`config.mk`:
```
export PLATFORM = sky130hd
export DESIGN_NAME = mecanum_chassis_velocity_mixer_core_flat
export DESIGN_NICKNAME = d
export VERILOG_FILES = /design/src/rtl/core/mcvm_pkg.sv /design/src/rtl/core/mcvm_chan_if.sv /design/src/rtl/core/mcvm_mul_unit.sv /design/src/rtl/core/mcvm_csr_regs.sv /design/src/rtl/core/mcvm_engine.sv /design/src/rtl/core/mecanum_chassis_velocity_mixer_core.sv /design/src/flat_wrapper.sv
export SDC_FILE = /design/constraint.sdc
export NUM_CORES = 1
export LEC_CHECK = 0
export BUFFER_PORTS_ARGS = -buffer_cell sky130_fd_sc_hd__buf_2
export CORE_MARGIN = 2
export CORE_UTILIZATION = 25
export CTS_BUF_LIST = sky130_fd_sc_hd__clkbuf_8
export DETAILED_ROUTE_END_ITERATION = 16
export RECOVER_POWER = 25
export SLEW_MARGIN = 20
export SYNTH_ARGS = -nofsm -noshare
export SYNTH_HDL_FRONTEND = slang
export SYNTH_SLANG_ARGS = --single-unit
```
`constraint.sdc`:
```
create_clock -name clock -period 5.03 [get_ports clock]
set_input_delay 0.503 -clock clock [delete_from_list [all_inputs] [get_ports clock]]
set_output_delay 0.503 -clock clock [all_outputs]
set_load 0.02 [all_outputs]
```
`src/rtl/core/mcvm_pkg.sv`:
```
`default_nettype none
package mcvm_pkg;

   // Fixed-point formats.
   localparam int ANGLE_FRAC_BITS = 7;
   localparam int COEF_FRAC_BITS  = 8;

   // Field widths.
   localparam int MODE_W  = 3;
   localparam int VEL_W   = 16;
   localparam int COEF_W  = 16;
   localparam int LIMIT_W = 10;
   localparam int SCALE_W = 10;
   localparam int REF_W   = 24;
   localparam int GAIN_W  = 4;
   localparam int WHEELS  = 4;
   localparam int CSR_IDX_W = 2;

   // Shared multiplier operand widths (signed).
   localparam int MA_W   = 36;
   localparam int MB_W   = 34;
   localparam int PROD_W = MA_W + MB_W;

   // Yaw rate and wheel sum widths.
   localparam int YAW_W = 28;
   localparam int SUM_W = 62;

   // Angle reduction.
   localparam int FULL_TURN = 360 << ANGLE_FRAC_BITS;
   localparam int QUARTER   = 90 << ANGLE_FRAC_BITS;
   localparam int ANG_W     = $clog2(FULL_TURN) + 2;

   // Series evaluation: six sine terms followed by seven cosine terms.
   localparam int TERMS     = 13;
   localparam int SIN_TERMS = 6;
   localparam int TERM_W    = 4;
   localparam logic [30:0] ONE_Q30 = 31'h4000_0000;
   localparam logic [MB_W-1:0] DEG_TO_RAD_Q30 = MB_W'(18740330);

   // Output range.
   localparam int OUT_MAX = 8388607;
   localparam int OUT_MIN = -8388608;

   // Chassis modes.
   localparam logic [MODE_W-1:0] MODE_ZERO_FORCE = 3'd0;
   localparam logic [MODE_W-1:0] MODE_NO_FOLLOW  = 3'd1;
   localparam logic [MODE_W-1:0] MODE_FOLLOW     = 3'd2;
   localparam logic [MODE_W-1:0] MODE_SPIN       = 3'd3;

   // Spin gain selection, gain kept in halves.
   localparam logic [LIMIT_W-1:0] LIMIT_LOW  = 10'd60;
   localparam logic [LIMIT_W-1:0] LIMIT_MID  = 10'd80;
   localparam logic [LIMIT_W-1:0] LIMIT_HIGH = 10'd100;
   localparam logic [GAIN_W-1:0]  GAIN_LOW   = 4'd3;
   localparam logic [GAIN_W-1:0]  GAIN_MID   = 4'd4;
   localparam logic [GAIN_W-1:0]  GAIN_HIGH  = 4'd8;
   // Spin yaw rate is 3000 times the gain, so 1500 per half step.
   localparam logic [14:0] SPIN_RATE_PER_HALF = 15'd1500;

   // Configuration register indexes (also the wheel order).
   localparam logic [CSR_IDX_W-1:0] CSR_LF_COEF = 2'd0;
   localparam logic [CSR_IDX_W-1:0] CSR_RF_COEF = 2'd1;
   localparam logic [CSR_IDX_W-1:0] CSR_LB_COEF = 2'd2;
   localparam logic [CSR_IDX_W-1:0] CSR_RB_COEF = 2'd3;

   typedef struct packed {
      logic [MODE_W-1:0]       opcode;
      logic signed [VEL_W-1:0] speed_x;
      logic signed [VEL_W-1:0] speed_y;
      logic signed [VEL_W-1:0] yaw_rate_in;
      logic signed [VEL_W-1:0] gimbal_offset;
      logic [LIMIT_W-1:0]      power_limit;
      logic [SCALE_W-1:0]      power_scale;
   } req_word_type;

   typedef struct packed {
      logic signed [REF_W-1:0] left_front_ref;
      logic signed [REF_W-1:0] right_front_ref;
      logic signed [REF_W-1:0] left_back_ref;
      logic signed [REF_W-1:0] right_back_ref;
      logic                    motors_enabled;
   } rsp_word_type;

   typedef logic [WHEELS-1:0][COEF_W-1:0] coef_set_type;

   typedef enum logic [4:0] {
      ST_IDLE, ST_WRAP, ST_XMUL, ST_XSQ, ST_X2,
      ST_T0, ST_T1, ST_T2, ST_T3, ST_SFIN, ST_SCAP,
      ST_R0, ST_R1, ST_R2, ST_R3, ST_R4, ST_YAW,
      ST_M0, ST_M1, ST_M2, ST_M3, ST_DONE
   } state_type;

   // Divisor of each series step.
   function automatic logic [7:0] term_div(input logic [TERM_W-1:0] idx);
      logic [7:0] d;
      case (idx)
         4'd0:    d = 8'd156;
         4'd1:    d = 8'd110;
         4'd2:    d = 8'd72;
         4'd3:    d = 8'd42;
         4'd4:    d = 8'd20;
         4'd5:    d = 8'd6;
         4'd6:    d = 8'd182;
         4'd7:    d = 8'd132;
         4'd8:    d = 8'd90;
         4'd9:    d = 8'd56;
         4'd10:   d = 8'd30;
         4'd11:   d = 8'd12;
         default: d = 8'd2;
      endcase
      return d;
   endfunction

   // Reciprocal of each divisor, floor(2^32 / d).
   function automatic logic [31:0] term_recip(input logic [TERM_W-1:0] idx);
      logic [31:0] m;
      case (idx)
         4'd0:    m = 32'd27531841;
         4'd1:    m = 32'd39045157;
         4'd2:    m = 32'd59652323;
         4'd3:    m = 32'd102261126;
         4'd4:    m = 32'd214748364;
         4'd5:    m = 32'd715827882;
         4'd6:    m = 32'd23598721;
         4'd7:    m = 32'd32537631;
         4'd8:    m = 32'd47721858;
         4'd9:    m = 32'd76695844;
         4'd10:   m = 32'd143165576;
         4'd11:   m = 32'd357913941;
         default: m = 32'd2147483648;
      endcase
      return m;
   endfunction

   // Round a Q30 value half up to Q1.15 and cap at the largest code.
   function automatic logic signed [15:0] to_q15(input logic [30:0] v);
      logic [16:0] r;
      r = 17'((32'(v) + 32'h4000) >> 15);
      return (r > 17'd32767) ? 16'sd32767 : 16'(r);
   endfunction

   // Spin gain chosen by a power limit.
   function automatic logic [GAIN_W-1:0] gain_for_limit(input logic [LIMIT_W-1:0] lim);
      logic [GAIN_W-1:0] g;
      case (lim)
         LIMIT_LOW:  g = GAIN_LOW;
         LIMIT_MID:  g = GAIN_MID;
         LIMIT_HIGH: g = GAIN_HIGH;
         default:    g = GAIN_LOW;
      endcase
      return g;
   endfunction

endpackage
`default_nettype wire

```
`src/rtl/core/mcvm_chan_if.sv`:
```
`default_nettype none
interface mcvm_chan_if #(
   parameter type payload_type = logic
) ();
   logic        valid;
   logic        ready;
   payload_type data;

   modport source(output valid, output data, input ready);
   modport sink(input valid, input data, output ready);
endinterface
`default_nettype wire

```
`src/rtl/core/mcvm_mul_unit.sv`:
```
`default_nettype none
module mcvm_mul_unit (
   input  wire logic                                  clock,
   input  wire logic [mcvm_pkg::MA_W-1:0]             op_a,
   input  wire logic [mcvm_pkg::MB_W-1:0]             op_b,
   output logic signed [mcvm_pkg::PROD_W-1:0]         prod
);
   logic signed [mcvm_pkg::PROD_W-1:0] prod_ff;

   // Signed product, registered every cycle.
   always_ff @(posedge clock) begin
      prod_ff <= $signed(op_a) * $signed(op_b);
   end

   assign prod = prod_ff;
endmodule
`default_nettype wire

```
`src/rtl/core/mcvm_csr_regs.sv`:
```
`default_nettype none
module mcvm_csr_regs (
   input  wire logic                                 clock,
   input  wire logic                                 reset,
   input  wire logic                                 csr_write_en,
   input  wire logic [mcvm_pkg::CSR_IDX_W-1:0]       csr_index,
   input  wire logic [mcvm_pkg::COEF_W-1:0]          csr_write_data,
   output mcvm_pkg::coef_set_type                    coefs
);
   localparam logic [mcvm_pkg::COEF_W-1:0] COEF_ONE =
      mcvm_pkg::COEF_W'(1 << mcvm_pkg::COEF_FRAC_BITS);

   mcvm_pkg::coef_set_type coef_ff;
   mcvm_pkg::coef_set_type coef_in;

   // Register decode.
   always_comb begin
      coef_in = coef_ff;
      if (csr_write_en) begin
         unique case (csr_index)
            mcvm_pkg::CSR_LF_COEF: coef_in[0] = csr_write_data;
            mcvm_pkg::CSR_RF_COEF: coef_in[1] = csr_write_data;
            mcvm_pkg::CSR_LB_COEF: coef_in[2] = csr_write_data;
            mcvm_pkg::CSR_RB_COEF: coef_in[3] = csr_write_data;
            default: coef_in = coef_ff;
         endcase
      end
   end

   always_ff @(posedge clock) begin
      if (reset) begin
         coef_ff <= {mcvm_pkg::WHEELS{COEF_ONE}};
      end else begin
         coef_ff <= coef_in;
      end
   end

   assign coefs = coef_ff;
endmodule
`default_nettype wire

```
`src/rtl/core/mcvm_engine.sv`:
```
`default_nettype none
module mcvm_engine (
   input  wire logic                                  clock,
   input  wire logic                                  reset,
   input  wire logic                                  req_valid,
   output logic                                       req_ready,
   input  wire mcvm_pkg::req_word_type                req_word,
   input  wire mcvm_pkg::coef_set_type                coefs,
   output logic                                       res_valid,
   input  wire logic                                  res_take,
   output mcvm_pkg::rsp_word_type                     res_word,
   output logic [mcvm_pkg::MA_W-1:0]                  mul_a,
   output logic [mcvm_pkg::MB_W-1:0]                  mul_b,
   input  wire logic signed [mcvm_pkg::PROD_W-1:0]    prod
);
   localparam int A     = mcvm_pkg::ANGLE_FRAC_BITS;
   localparam int AW    = mcvm_pkg::ANG_W;
   localparam int WW    = mcvm_pkg::YAW_W;
   localparam int SW    = mcvm_pkg::SUM_W;
   localparam int PW    = mcvm_pkg::PROD_W;
   localparam int LIN_SHIFT = mcvm_pkg::ANGLE_FRAC_BITS + mcvm_pkg::COEF_FRAC_BITS;
   localparam int Q8_SHIFT  = 15 + LIN_SHIFT - 8;
   localparam logic signed [AW-1:0] FULL_S    = AW'(mcvm_pkg::FULL_TURN);
   localparam logic signed [AW-1:0] QUARTER_S = AW'(mcvm_pkg::QUARTER);
   localparam logic signed [SW-1:0] Q8_RND    = SW'(1) <<< (Q8_SHIFT - 1);
   localparam logic signed [PW-1:0] OUT_RND   = PW'(32768);
   localparam logic signed [PW-1:0] OUT_MAX_S = PW'(mcvm_pkg::OUT_MAX);
   localparam logic signed [PW-1:0] OUT_MIN_S = PW'(mcvm_pkg::OUT_MIN);

   mcvm_pkg::state_type state_ff, state_in;

   logic [mcvm_pkg::MODE_W-1:0]        mode_ff, mode_in;
   logic signed [15:0]                 vx_ff, vx_in, vy_ff, vy_in;
   logic signed [15:0]                 yin_ff, yin_in, g_ff, g_in;
   logic [mcvm_pkg::LIMIT_W-1:0]       limit_ff, limit_in;
   logic [mcvm_pkg::SCALE_W-1:0]       scale_ff, scale_in;
   logic [mcvm_pkg::GAIN_W-1:0]        gain_ff, gain_in;
   logic signed [AW-1:0]               ang_ff, ang_in;
   logic [1:0]                         quad_ff, quad_in;
   logic [30:0]                        x_ff, x_in;
   logic [31:0]                        x2_ff, x2_in;
   logic [30:0]                        ts_ff, ts_in, sts_ff, sts_in;
   logic [31:0]                        p_ff, p_in;
   logic [30:0]                        qt_ff, qt_in;
   logic [mcvm_pkg::TERM_W-1:0]        term_ff, term_in;
   logic signed [15:0]                 sn_ff, sn_in, cs_ff, cs_in;
   logic signed [32:0]                 rx_ff, rx_in, ry_ff, ry_in;
   logic signed [WW-1:0]               w_ff, w_in;
   logic signed [mcvm_pkg::MA_W-1:0]   q8_ff, q8_in;
   logic [1:0]                         wheel_ff, wheel_in;
   logic [mcvm_pkg::WHEELS-1:0][mcvm_pkg::REF_W-1:0] wref_ff, wref_in;

   logic                               wrap_done;
   logic [16:0]                        mag;
   logic [16-A:0]                      deg;
   logic [32:0]                        rem;
   logic [31:0]                        qn;
   logic [30:0]                        ts_new;
   logic signed [15:0]                 s0, c0;
   logic signed [33:0]                 lin;
   logic signed [SW-1:0]               ysum, wsum;
   logic signed [PW-1:0]               vround;

   // Angle is reduced once it is non-negative and inside the first quadrant.
   assign wrap_done = !ang_ff[AW-1] && (ang_ff < QUARTER_S);
   assign mag = g_ff[15] ? 17'(-$signed({g_ff[15], g_ff})) : 17'({1'b0, g_ff});
   assign deg = mag[16:A];

   // Next state.
   always_comb begin
      state_in = state_ff;
      unique case (state_ff)
         mcvm_pkg::ST_IDLE: if (req_valid) state_in = mcvm_pkg::ST_WRAP;
         mcvm_pkg::ST_WRAP: if (wrap_done) state_in = mcvm_pkg::ST_XMUL;
         mcvm_pkg::ST_XMUL: state_in = mcvm_pkg::ST_XSQ;
         mcvm_pkg::ST_XSQ:  state_in = mcvm_pkg::ST_X2;
         mcvm_pkg::ST_X2:   state_in = mcvm_pkg::ST_T0;
         mcvm_pkg::ST_T0:   state_in = mcvm_pkg::ST_T1;
         mcvm_pkg::ST_T1:   state_in = mcvm_pkg::ST_T2;
         mcvm_pkg::ST_T2:   state_in = mcvm_pkg::ST_T3;
         mcvm_pkg::ST_T3: begin
            if (term_ff == mcvm_pkg::TERM_W'(mcvm_pkg::TERMS - 1)) begin
               state_in = mcvm_pkg::ST_SFIN;
            end else begin
               state_in = mcvm_pkg::ST_T0;
            end
         end
         mcvm_pkg::ST_SFIN: state_in = mcvm_pkg::ST_SCAP;
         mcvm_pkg::ST_SCAP: state_in = mcvm_pkg::ST_R0;
         mcvm_pkg::ST_R0:   state_in = mcvm_pkg::ST_R1;
         mcvm_pkg::ST_R1:   state_in = mcvm_pkg::ST_R2;
         mcvm_pkg::ST_R2:   state_in = mcvm_pkg::ST_R3;
         mcvm_pkg::ST_R3:   state_in = mcvm_pkg::ST_R4;
         mcvm_pkg::ST_R4:   state_in = mcvm_pkg::ST_YAW;
         mcvm_pkg::ST_YAW:  state_in = mcvm_pkg::ST_M0;
         mcvm_pkg::ST_M0:   state_in = mcvm_pkg::ST_M1;
         mcvm_pkg::ST_M1:   state_in = mcvm_pkg::ST_M2;
         mcvm_pkg::ST_M2:   state_in = mcvm_pkg::ST_M3;
         mcvm_pkg::ST_M3: begin
            if (wheel_ff == 2'd3) begin
               state_in = mcvm_pkg::ST_DONE;
            end else begin
               state_in = mcvm_pkg::ST_M0;
            end
         end
         mcvm_pkg::ST_DONE: if (res_take) state_in = mcvm_pkg::ST_IDLE;
         default: state_in = mcvm_pkg::ST_IDLE;
      endcase
   end

   // Handshake outputs and operands of the shared multiplier.
   always_comb begin
      req_ready = 1'b0;
      res_valid = 1'b0;
      mul_a     = '0;
      mul_b     = '0;
      unique case (state_ff)
         mcvm_pkg::ST_IDLE: req_ready = 1'b1;
         mcvm_pkg::ST_XMUL: begin
            mul_a = mcvm_pkg::MA_W'(ang_ff);
            mul_b = mcvm_pkg::DEG_TO_RAD_Q30;
         end
         mcvm_pkg::ST_XSQ: begin
            mul_a = mcvm_pkg::MA_W'(prod[A+30:A]);
            mul_b = mcvm_pkg::MB_W'(prod[A+30:A]);
         end
         mcvm_pkg::ST_T0: begin
            mul_a = mcvm_pkg::MA_W'(x2_ff);
            mul_b = mcvm_pkg::MB_W'(ts_ff);
         end
         mcvm_pkg::ST_T1: begin
            mul_a = mcvm_pkg::MA_W'(prod[61:30]);
            mul_b = mcvm_pkg::MB_W'(mcvm_pkg::term_recip(term_ff));
         end
         mcvm_pkg::ST_T2: begin
            mul_a = mcvm_pkg::MA_W'(prod[62:32]);
            mul_b = mcvm_pkg::MB_W'(mcvm_pkg::term_div(term_ff));
         end
         mcvm_pkg::ST_SFIN: begin
            mul_a = mcvm_pkg::MA_W'(x_ff);
            mul_b = mcvm_pkg::MB_W'(sts_ff);
         end
         mcvm_pkg::ST_R0: begin
            mul_a = mcvm_pkg::MA_W'(vx_ff);
            mul_b = mcvm_pkg::MB_W'(cs_ff);
         end
         mcvm_pkg::ST_R1: begin
            mul_a = mcvm_pkg::MA_W'(vy_ff);
            mul_b = mcvm_pkg::MB_W'(sn_ff);
         end
         mcvm_pkg::ST_R2: begin
            mul_a = mcvm_pkg::MA_W'(vx_ff);
            mul_b = mcvm_pkg::MB_W'(sn_ff);
         end
         mcvm_pkg::ST_R3: begin
            mul_a = mcvm_pkg::MA_W'(vy_ff);
            mul_b = mcvm_pkg::MB_W'(cs_ff);
         end
         mcvm_pkg::ST_R4: begin
            mul_a = mcvm_pkg::MA_W'(g_ff);
            mul_b = mcvm_pkg::MB_W'(deg);
         end
         mcvm_pkg::ST_M0: begin
            mul_a = mcvm_pkg::MA_W'(w_ff);
            mul_b = mcvm_pkg::MB_W'($signed(coefs[wheel_ff]));
         end
         mcvm_pkg::ST_M2: begin
            mul_a = mcvm_pkg::MA_W'(q8_ff);
            mul_b = mcvm_pkg::MB_W'(scale_ff);
         end
         mcvm_pkg::ST_DONE: res_valid = 1'b1;
         default: begin
            mul_a = '0;
            mul_b = '0;
         end
      endcase
   end

   // Series step: floor division by reciprocal with one correction.
   always_comb begin
      rem    = {1'b0, p_ff} - 33'(prod[32:0]);
      qn     = {1'b0, qt_ff} + 32'(rem >= 33'(mcvm_pkg::term_div(term_ff)));
      ts_new = (qn > 32'(mcvm_pkg::ONE_Q30)) ? '0 : 31'(32'(mcvm_pkg::ONE_Q30) - qn);
      s0     = mcvm_pkg::to_q15(prod[60:30]);
      c0     = mcvm_pkg::to_q15(ts_ff);
   end

   // Wheel sum for the current wheel, rounded to Q8.
   always_comb begin
      if (wheel_ff == 2'd0 || wheel_ff == 2'd3) begin
         lin = 34'(rx_ff) + 34'(ry_ff);
      end else begin
         lin = 34'(ry_ff) - 34'(rx_ff);
      end
      ysum = SW'(prod) <<< 15;
      if (wheel_ff[0]) begin
         wsum = (SW'(lin) <<< LIN_SHIFT) - ysum;
      end else begin
         wsum = (SW'(lin) <<< LIN_SHIFT) + ysum;
      end
      vround = (prod + OUT_RND) >>> 16;
   end

   // Datapath register updates.
   always_comb begin
      mode_in  = mode_ff;
      vx_in    = vx_ff;
      vy_in    = vy_ff;
      yin_in   = yin_ff;
      g_in     = g_ff;
      limit_in = limit_ff;
      scale_in = scale_ff;
      gain_in  = gain_ff;
      ang_in   = ang_ff;
      quad_in  = quad_ff;
      x_in     = x_ff;
      x2_in    = x2_ff;
      ts_in    = ts_ff;
      sts_in   = sts_ff;
      p_in     = p_ff;
      qt_in    = qt_ff;
      term_in  = term_ff;
      sn_in    = sn_ff;
      cs_in    = cs_ff;
      rx_in    = rx_ff;
      ry_in    = ry_ff;
      w_in     = w_ff;
      q8_in    = q8_ff;
      wheel_in = wheel_ff;
      wref_in  = wref_ff;
      unique case (state_ff)
         mcvm_pkg::ST_IDLE: begin
            if (req_valid) begin
               mode_in  = req_word.opcode;
               vx_in    = req_word.speed_x;
               vy_in    = req_word.speed_y;
               yin_in   = req_word.yaw_rate_in;
               g_in     = req_word.gimbal_offset;
               limit_in = req_word.power_limit;
               scale_in = req_word.power_scale;
               ang_in   = AW'(req_word.gimbal_offset);
               quad_in  = 2'd0;
            end
         end
         mcvm_pkg::ST_WRAP: begin
            if (ang_ff[AW-1]) begin
               ang_in = ang_ff + FULL_S;
            end else if (ang_ff >= FULL_S) begin
               ang_in = ang_ff - FULL_S;
            end else if (ang_ff >= QUARTER_S) begin
               ang_in  = ang_ff - QUARTER_S;
               quad_in = quad_ff + 2'd1;
            end
         end
         mcvm_pkg::ST_XSQ: x_in = prod[A+30:A];
         mcvm_pkg::ST_X2: begin
            x2_in   = prod[61:30];
            ts_in   = mcvm_pkg::ONE_Q30;
            term_in = '0;
         end
         mcvm_pkg::ST_T1: p_in = prod[61:30];
         mcvm_pkg::ST_T2: qt_in = prod[62:32];
         mcvm_pkg::ST_T3: begin
            term_in = term_ff + 1'b1;
            if (term_ff == mcvm_pkg::TERM_W'(mcvm_pkg::SIN_TERMS - 1)) begin
               sts_in = ts_new;
               ts_in  = mcvm_pkg::ONE_Q30;
            end else begin
               ts_in = ts_new;
            end
         end
         mcvm_pkg::ST_SCAP: begin
            case (quad_ff)
               2'd0: begin sn_in = s0;  cs_in = c0;  end
               2'd1: begin sn_in = c0;  cs_in = -s0; end
               2'd2: begin sn_in = -s0; cs_in = -c0; end
               default: begin sn_in = -c0; cs_in = s0; end
            endcase
         end
         mcvm_pkg::ST_R1: rx_in = 33'(prod);
         mcvm_pkg::ST_R2: rx_in = rx_ff - 33'(prod);
         mcvm_pkg::ST_R3: ry_in = 33'(prod);
         mcvm_pkg::ST_R4: ry_in = ry_ff + 33'(prod);
         mcvm_pkg::ST_YAW: begin
            case (mode_ff)
               mcvm_pkg::MODE_NO_FOLLOW: w_in = '0;
               mcvm_pkg::MODE_FOLLOW:    w_in = -(WW'(prod) <<< 1);
               mcvm_pkg::MODE_SPIN: begin
                  w_in = WW'({1'b0, 15'(gain_ff * mcvm_pkg::SPIN_RATE_PER_HALF)}) <<< A;
               end
               default: w_in = WW'(yin_ff) <<< A;
            endcase
            wheel_in = 2'd0;
         end
         mcvm_pkg::ST_M1: q8_in = mcvm_pkg::MA_W'((wsum + Q8_RND) >>> Q8_SHIFT);
         mcvm_pkg::ST_M3: begin
            if (vround > OUT_MAX_S) begin
               wref_in[wheel_ff] = mcvm_pkg::REF_W'(OUT_MAX_S);
            end else if (vround < OUT_MIN_S) begin
               wref_in[wheel_ff] = mcvm_pkg::REF_W'(OUT_MIN_S);
            end else begin
               wref_in[wheel_ff] = mcvm_pkg::REF_W'(vround);
            end
            wheel_in = wheel_ff + 2'd1;
         end
         mcvm_pkg::ST_DONE: begin
            if (res_take) gain_in = mcvm_pkg::gain_for_limit(limit_ff);
         end
         default: ;
      endcase
   end

   // Sequencer state and the spin gain carried from one command to the next.
   always_ff @(posedge clock) begin
      if (reset) begin
         state_ff <= mcvm_pkg::ST_IDLE;
         gain_ff  <= '0;
      end else begin
         state_ff <= state_in;
         gain_ff  <= gain_in;
      end
   end

   always_ff @(posedge clock) begin
      mode_ff  <= mode_in;
      vx_ff    <= vx_in;
      vy_ff    <= vy_in;
      yin_ff   <= yin_in;
      g_ff     <= g_in;
      limit_ff <= limit_in;
      scale_ff <= scale_in;
      ang_ff   <= ang_in;
      quad_ff  <= quad_in;
      x_ff     <= x_in;
      x2_ff    <= x2_in;
      ts_ff    <= ts_in;
      sts_ff   <= sts_in;
      p_ff     <= p_in;
      qt_ff    <= qt_in;
      term_ff  <= term_in;
      sn_ff    <= sn_in;
      cs_ff    <= cs_in;
      rx_ff    <= rx_in;
      ry_ff    <= ry_in;
      w_ff     <= w_in;
      q8_ff    <= q8_in;
      wheel_ff <= wheel_in;
      wref_ff  <= wref_in;
   end

   // Result word.
   assign res_word.left_front_ref  = wref_ff[0];
   assign res_word.right_front_ref = wref_ff[1];
   assign res_word.left_back_ref   = wref_ff[2];
   assign res_word.right_back_ref  = wref_ff[3];
   assign res_word.motors_enabled  = (mode_ff != mcvm_pkg::MODE_ZERO_FORCE);
endmodule
`default_nettype wire

```
`src/rtl/core/mecanum_chassis_velocity_mixer_core.sv`:
```
`default_nettype none
// Channel  Dir  Ports                          Carries
// req      in   req_if.valid/ready/data        one chassis command word
// rsp      out  rsp_if.valid/ready/data        four wheel references and enable
// csr      in   csr_write_en/index/write_data  yaw coefficient writes
//
// Each command word is worked in order through the single shared multiplier, from
// acceptance to the next ready: one to five angle reduction steps, thirteen series
// steps for sine and cosine, then rotation and mixing.
// The block takes no new word while one is in work; a finished word waits in the
// output register, so the next command is accepted while it is still not taken.
// Reset is synchronous, active high; coefficients return to 1.0, spin gain to 0.
module mecanum_chassis_velocity_mixer_core (
   input  wire logic                               clock,
   input  wire logic                               reset,
   mcvm_chan_if.sink                               req_if,
   mcvm_chan_if.source                             rsp_if,
   input  wire logic                               csr_write_en,
   input  wire logic [mcvm_pkg::CSR_IDX_W-1:0]     csr_index,
   input  wire logic [mcvm_pkg::COEF_W-1:0]        csr_write_data
);
   mcvm_pkg::coef_set_type             coefs;
   mcvm_pkg::rsp_word_type             res_word;
   mcvm_pkg::rsp_word_type             rsp_data_ff;
   logic                               rsp_valid_ff;
   logic                               res_valid;
   logic                               res_take;
   logic                               req_ready;
   logic [mcvm_pkg::MA_W-1:0]          mul_a;
   logic [mcvm_pkg::MB_W-1:0]          mul_b;
   logic signed [mcvm_pkg::PROD_W-1:0] prod;

   mcvm_csr_regs u_csr (
      .clock          (clock),
      .reset          (reset),
      .csr_write_en   (csr_write_en),
      .csr_index      (csr_index),
      .csr_write_data (csr_write_data),
      .coefs          (coefs)
   );

   mcvm_mul_unit u_mul (
      .clock (clock),
      .op_a  (mul_a),
      .op_b  (mul_b),
      .prod  (prod)
   );

   mcvm_engine u_engine (
      .clock     (clock),
      .reset     (reset),
      .req_valid (req_if.valid),
      .req_ready (req_ready),
      .req_word  (req_if.data),
      .coefs     (coefs),
      .res_valid (res_valid),
      .res_take  (res_take),
      .res_word  (res_word),
      .mul_a     (mul_a),
      .mul_b     (mul_b),
      .prod      (prod)
   );

   // Output register: load when empty or being drained.
   assign res_take = res_valid && (!rsp_valid_ff || rsp_if.ready);

   always_ff @(posedge clock) begin
      if (reset) begin
         rsp_valid_ff <= 1'b0;
      end else if (res_take) begin
         rsp_valid_ff <= 1'b1;
      end else if (rsp_if.ready) begin
         rsp_valid_ff <= 1'b0;
      end
   end

   always_ff @(posedge clock) begin
      if (res_take) begin
         rsp_data_ff <= res_word;
      end
   end

   assign req_if.ready = req_ready;
   assign rsp_if.valid = rsp_valid_ff;
   assign rsp_if.data  = rsp_data_ff;
endmodule
`default_nettype wire
```
`src/flat_wrapper.sv`:
```
// flat-port wrapper written by rule: the top's interface ports become plain ports
module mecanum_chassis_velocity_mixer_core_flat 
  (clock, reset, csr_write_en, csr_index, csr_write_data, req_if_valid, req_if_data, req_if_ready, rsp_if_valid, rsp_if_data, rsp_if_ready);
  mcvm_chan_if req_if_i ();
  mcvm_chan_if rsp_if_i ();
  input  wire logic clock;
  input  wire logic reset;
  input  wire logic csr_write_en;
  input  wire logic [mcvm_pkg::CSR_IDX_W-1:0] csr_index;
  input  wire logic [mcvm_pkg::COEF_W-1:0] csr_write_data;
  input wire logic [$bits(req_if_i.valid)-1:0] req_if_valid;
  input wire logic [$bits(req_if_i.data)-1:0] req_if_data;
  output wire logic [$bits(req_if_i.ready)-1:0] req_if_ready;
  output wire logic [$bits(rsp_if_i.valid)-1:0] rsp_if_valid;
  output wire logic [$bits(rsp_if_i.data)-1:0] rsp_if_data;
  input wire logic [$bits(rsp_if_i.ready)-1:0] rsp_if_ready;
  assign req_if_i.valid = req_if_valid;
  assign req_if_i.data = req_if_data;
  assign req_if_ready = req_if_i.ready;
  assign rsp_if_valid = rsp_if_i.valid;
  assign rsp_if_data = rsp_if_i.data;
  assign rsp_if_i.ready = rsp_if_ready;
  mecanum_chassis_velocity_mixer_core u_core (.clock(clock), .reset(reset), .req_if(req_if_i), .rsp_if(rsp_if_i), .csr_write_en(csr_write_en), .csr_index(csr_index), .csr_write_data(csr_write_data));
endmodule
```
==> impl_metrics.tcl <==
set metrics [dict create \
    synth_common_cells "edfxtp_1 (24), nor2_1 (22), nand2_1 (14), and2_1 (13), ha_1 (11)" \
    cp.arrival_ps 3140 \
    cp_top_family "simple AND/OR/NAND/NOR gates" \
    worstPathMaxFanout 17 \
    core_area_um2 8300 \
    n_antenna_cell 0 \
    synth.mux.area_fraction_pct 1.45 \
    dieArea_um2 9370 \
    fin_ws_ps 1740 \
    synth_top_family_by_area "simple AND/OR/NAND/NOR gates" \
    final_area_um2 2330 \
    cp.depth 8 \
    synth_compound_area_share_pct 18.2 \
    peakVddDrop_v 0.000257 \
    synth_fp_nets 262 \
    worstMarginPinSlew_ps 873 \
    vias 1653 \
    overflow 0 \
    fin_nets 260 \
    synth_area_um2 2150 \
    critical_path_required_ps 4880 \
    hp-class "input port to flop" \
    multiInputGateArea_um2 1210 \
    initial_utilization_pct 25.9 \
    place_hpwl_um 3070 \
    drv_slew 0 \
    power.density_nw_per_um2 479 \
    antenna_found_initial 0 \
    timing.rr.end "u_core.u_engine.ang_ff[6]" \
    fp-row-count 33 \
    htree_levels 2 \
    synthXorXnorAreaFrac_pct 3.66 \
    regArea_um2 841 \
    period_needed_ps 3290 \
    cp_slowest_stage_delay_ps 590 \
    grt_pass1_vias 1557 \
    r2r_cells 8 \
    yosysWarnings 0 \
    ctsRootBufferMaster "clkbuf_8" \
    route.detailed.drc 0 \
    crit_buf_inv 0 \
    cp-start-kind "flop" \
    fillers 879 \
    syn_avg_cell_area_um2 9.49 \
    numPortBuffers 5 \
    tns_ps 0 \
    place_ws_ps 1740 \
    reg2reg_from "u_core.u_engine.ang_ff[10]" \
    grt_usage_pct 9.76 \
    area_delta_synth_final_pct 8.25 \
    cp-endpoint "u_core.u_engine.ang_ff[6]" \
    hold_viol 0 \
    cap_violations 0 \
    crit_type "flop to flop" \
    synth_seq_cells 30 \
    synth-edff-count 24 \
    synthSimpleGateAreaFrac_pct 26.1 \
    cts_setup_buffers 0 \
    grt_first_pass_wirelength_um 7640 \
    die_h_um 96.8 \
    outcome "finished clean" \
    final_antenna_net_count 0 \
    vias_per_cell 4.99 \
    end_kind "flop" \
    die_w_um 96.8 \
    cts_made_buffers 5 \
    ys.flop_type "edfxtp_1" \
    cts_resized 0 \
    grt_max_degree 18 \
    drive_gt1_share_pct 8.85 \
    synthAdderAreaFrac_pct 6.39 \
    power.total_mw 1.12 \
    slew_headroom_pct 41.8 \
    final_cells 331 \
    clock_skew_ps 8.62 \
    first_pass_iters 4 \
    wl_per_cell_um 13.6 \
    setup_viol 0 \
    gp_congestion 0.819 \
    worstSkewPairLatency_ps 290 \
    rsz0062_at_grt "false" \
    hold_buffers 0 \
    async_flop_share_pct 0 \
    synth_area_leaders "edfxtp_1 (33%), ha_1 (6.4%), dfxtp_1 (5.6%)" \
    cp_slowest_cell "nand2b_1" \
    numPlacedInstances 323 \
    syn_inst 227 \
    ios 27 \
    cts_tree "done" \
    clock-sinks 30 \
    synth_most_common_cell "edfxtp_1" \
    drt_iter0_markers 165 \
    clk_path_buf_depth 2 \
    cp_cell_sequence "ha_1, nor2b_1, o21ai_0, and2_1, ha_1, a41oi_2, a21oi_2, nand2b_1" \
    period_share_pct 65.4 \
    seq_area_frac_synth_pct 39.0 \
    cts.clk_slew.worst_paths_ps 60 \
    ys_types 56 \
    placed_area_um2 2240 \
    fmax_mhz 304 \
    r2r_setup_slack_ps 1740 \
    cp-startpoint "u_core.u_engine.ang_ff[10]" \
    finish.utilization_pct 28.1 \
    post-synth-top-area-cell "edfxtp_1" \
    routed_wl_um 4490 \
    hold-worst-slack_ps 444 \
    synth_top_cell_area_share_pct 33.5 \
    p_leak_nw 0.855 \
    cp_common_cell "ha_1" \
]
[worst min-delay path by stage]
| stage | from | to | slack [ps] | depth (start not counted) |
|---|---|---|---|---|
| 2_1_floorplan | u_core.u_engine.wheel_ff[0] | u_core.u_engine.wheel_ff[0] | 530 | 1 |
| 3_3_place_gp | u_core.rsp_if.valid | u_core.rsp_if.valid | 510 | 2 |
| 3_5_place_dp | u_core.rsp_if.valid | u_core.rsp_if.valid | 500 | 2 |
| 4_1_cts | reset | u_core.rsp_if.valid | 450 | 2 |
| 5_1_grt | reset | u_core.u_engine.state_ff[2] | 450 | 2 |
| 6_report | reset | u_core.u_engine.state_ff[2] | 440 | 2 |
[registers in the layout (all words and copies together), names as in the netlist]
register / count
u_core.u_engine.ang_ff: 18
u_core.rsp_if.valid: 1
u_core.u_engine.state_ff: 5
u_core.u_engine.term_ff: 4
u_core.u_engine.wheel_ff: 2
[layer usage]
layer  share of wire, %  global-route usage (%)
met5                  0                       0
met4                1.5                    4.01
met3                4.2                    2.17
met2                 47                    14.9
met1                 48                    13.4
[layout make-up]
| type | count | area share, % |
|---|---|---|
| multi-input cells | 173 | 51.8 |
| clock buffers | 6 | 3.54 |
| clock inverters | 2 | 0.322 |
| inverters | 10 | 1.61 |
| well taps | 105 | 5.64 |
| flip-flops and latches | 30 | 36.1 |
| repair buffers | 5 | 1.02 |
[cell families after synthesis]
| family | after synthesis |
|---|---|
| other | 1 |
| AOI/OAI and AO/OA | 54 |
| xor gates and xnor gates | 9 |
| muxes | 3 |
| adders and majority gates | 11 |
| buffers and inverters | 24 |
| and+or+nand+nor | 95 |
| DFF | 30 |
[report_power, final]
part           internal, mW  switching, mW
Combinational         0.196          0.255
Clock                 0.107         0.0964
Sequential            0.345          0.116
[cell usage in the layout (no fill, tap or decap), types with 2 or more instances in the layout]
master	instances
a211o_1	2
a211oi_1	2
a21o_1	2
a21oi_1	10
a21oi_2	2
a31oi_1	3
and2_1	13
and4b_1	3
buf_2	4
clkbuf_8	6
dfxtp_1	6
edfxtp_1	24
ha_1	11
inv_1	12
mux2i_1	2
nand2_1	14
nand2b_1	6
nand3_1	7
nand4_1	2
nor2_1	22
nor2b_1	7
nor3_1	6
nor4_1	2
nor4_4	3
o2111a_1	2
o2111ai_1	2
o211a_1	2
o211ai_1	3
o21a_1	2
o21ai_0	8
o22ai_1	4
or3_1	2
xnor2_1	6
xor2_1	3
Note: power is estimated with default switching activity, not from simulation.
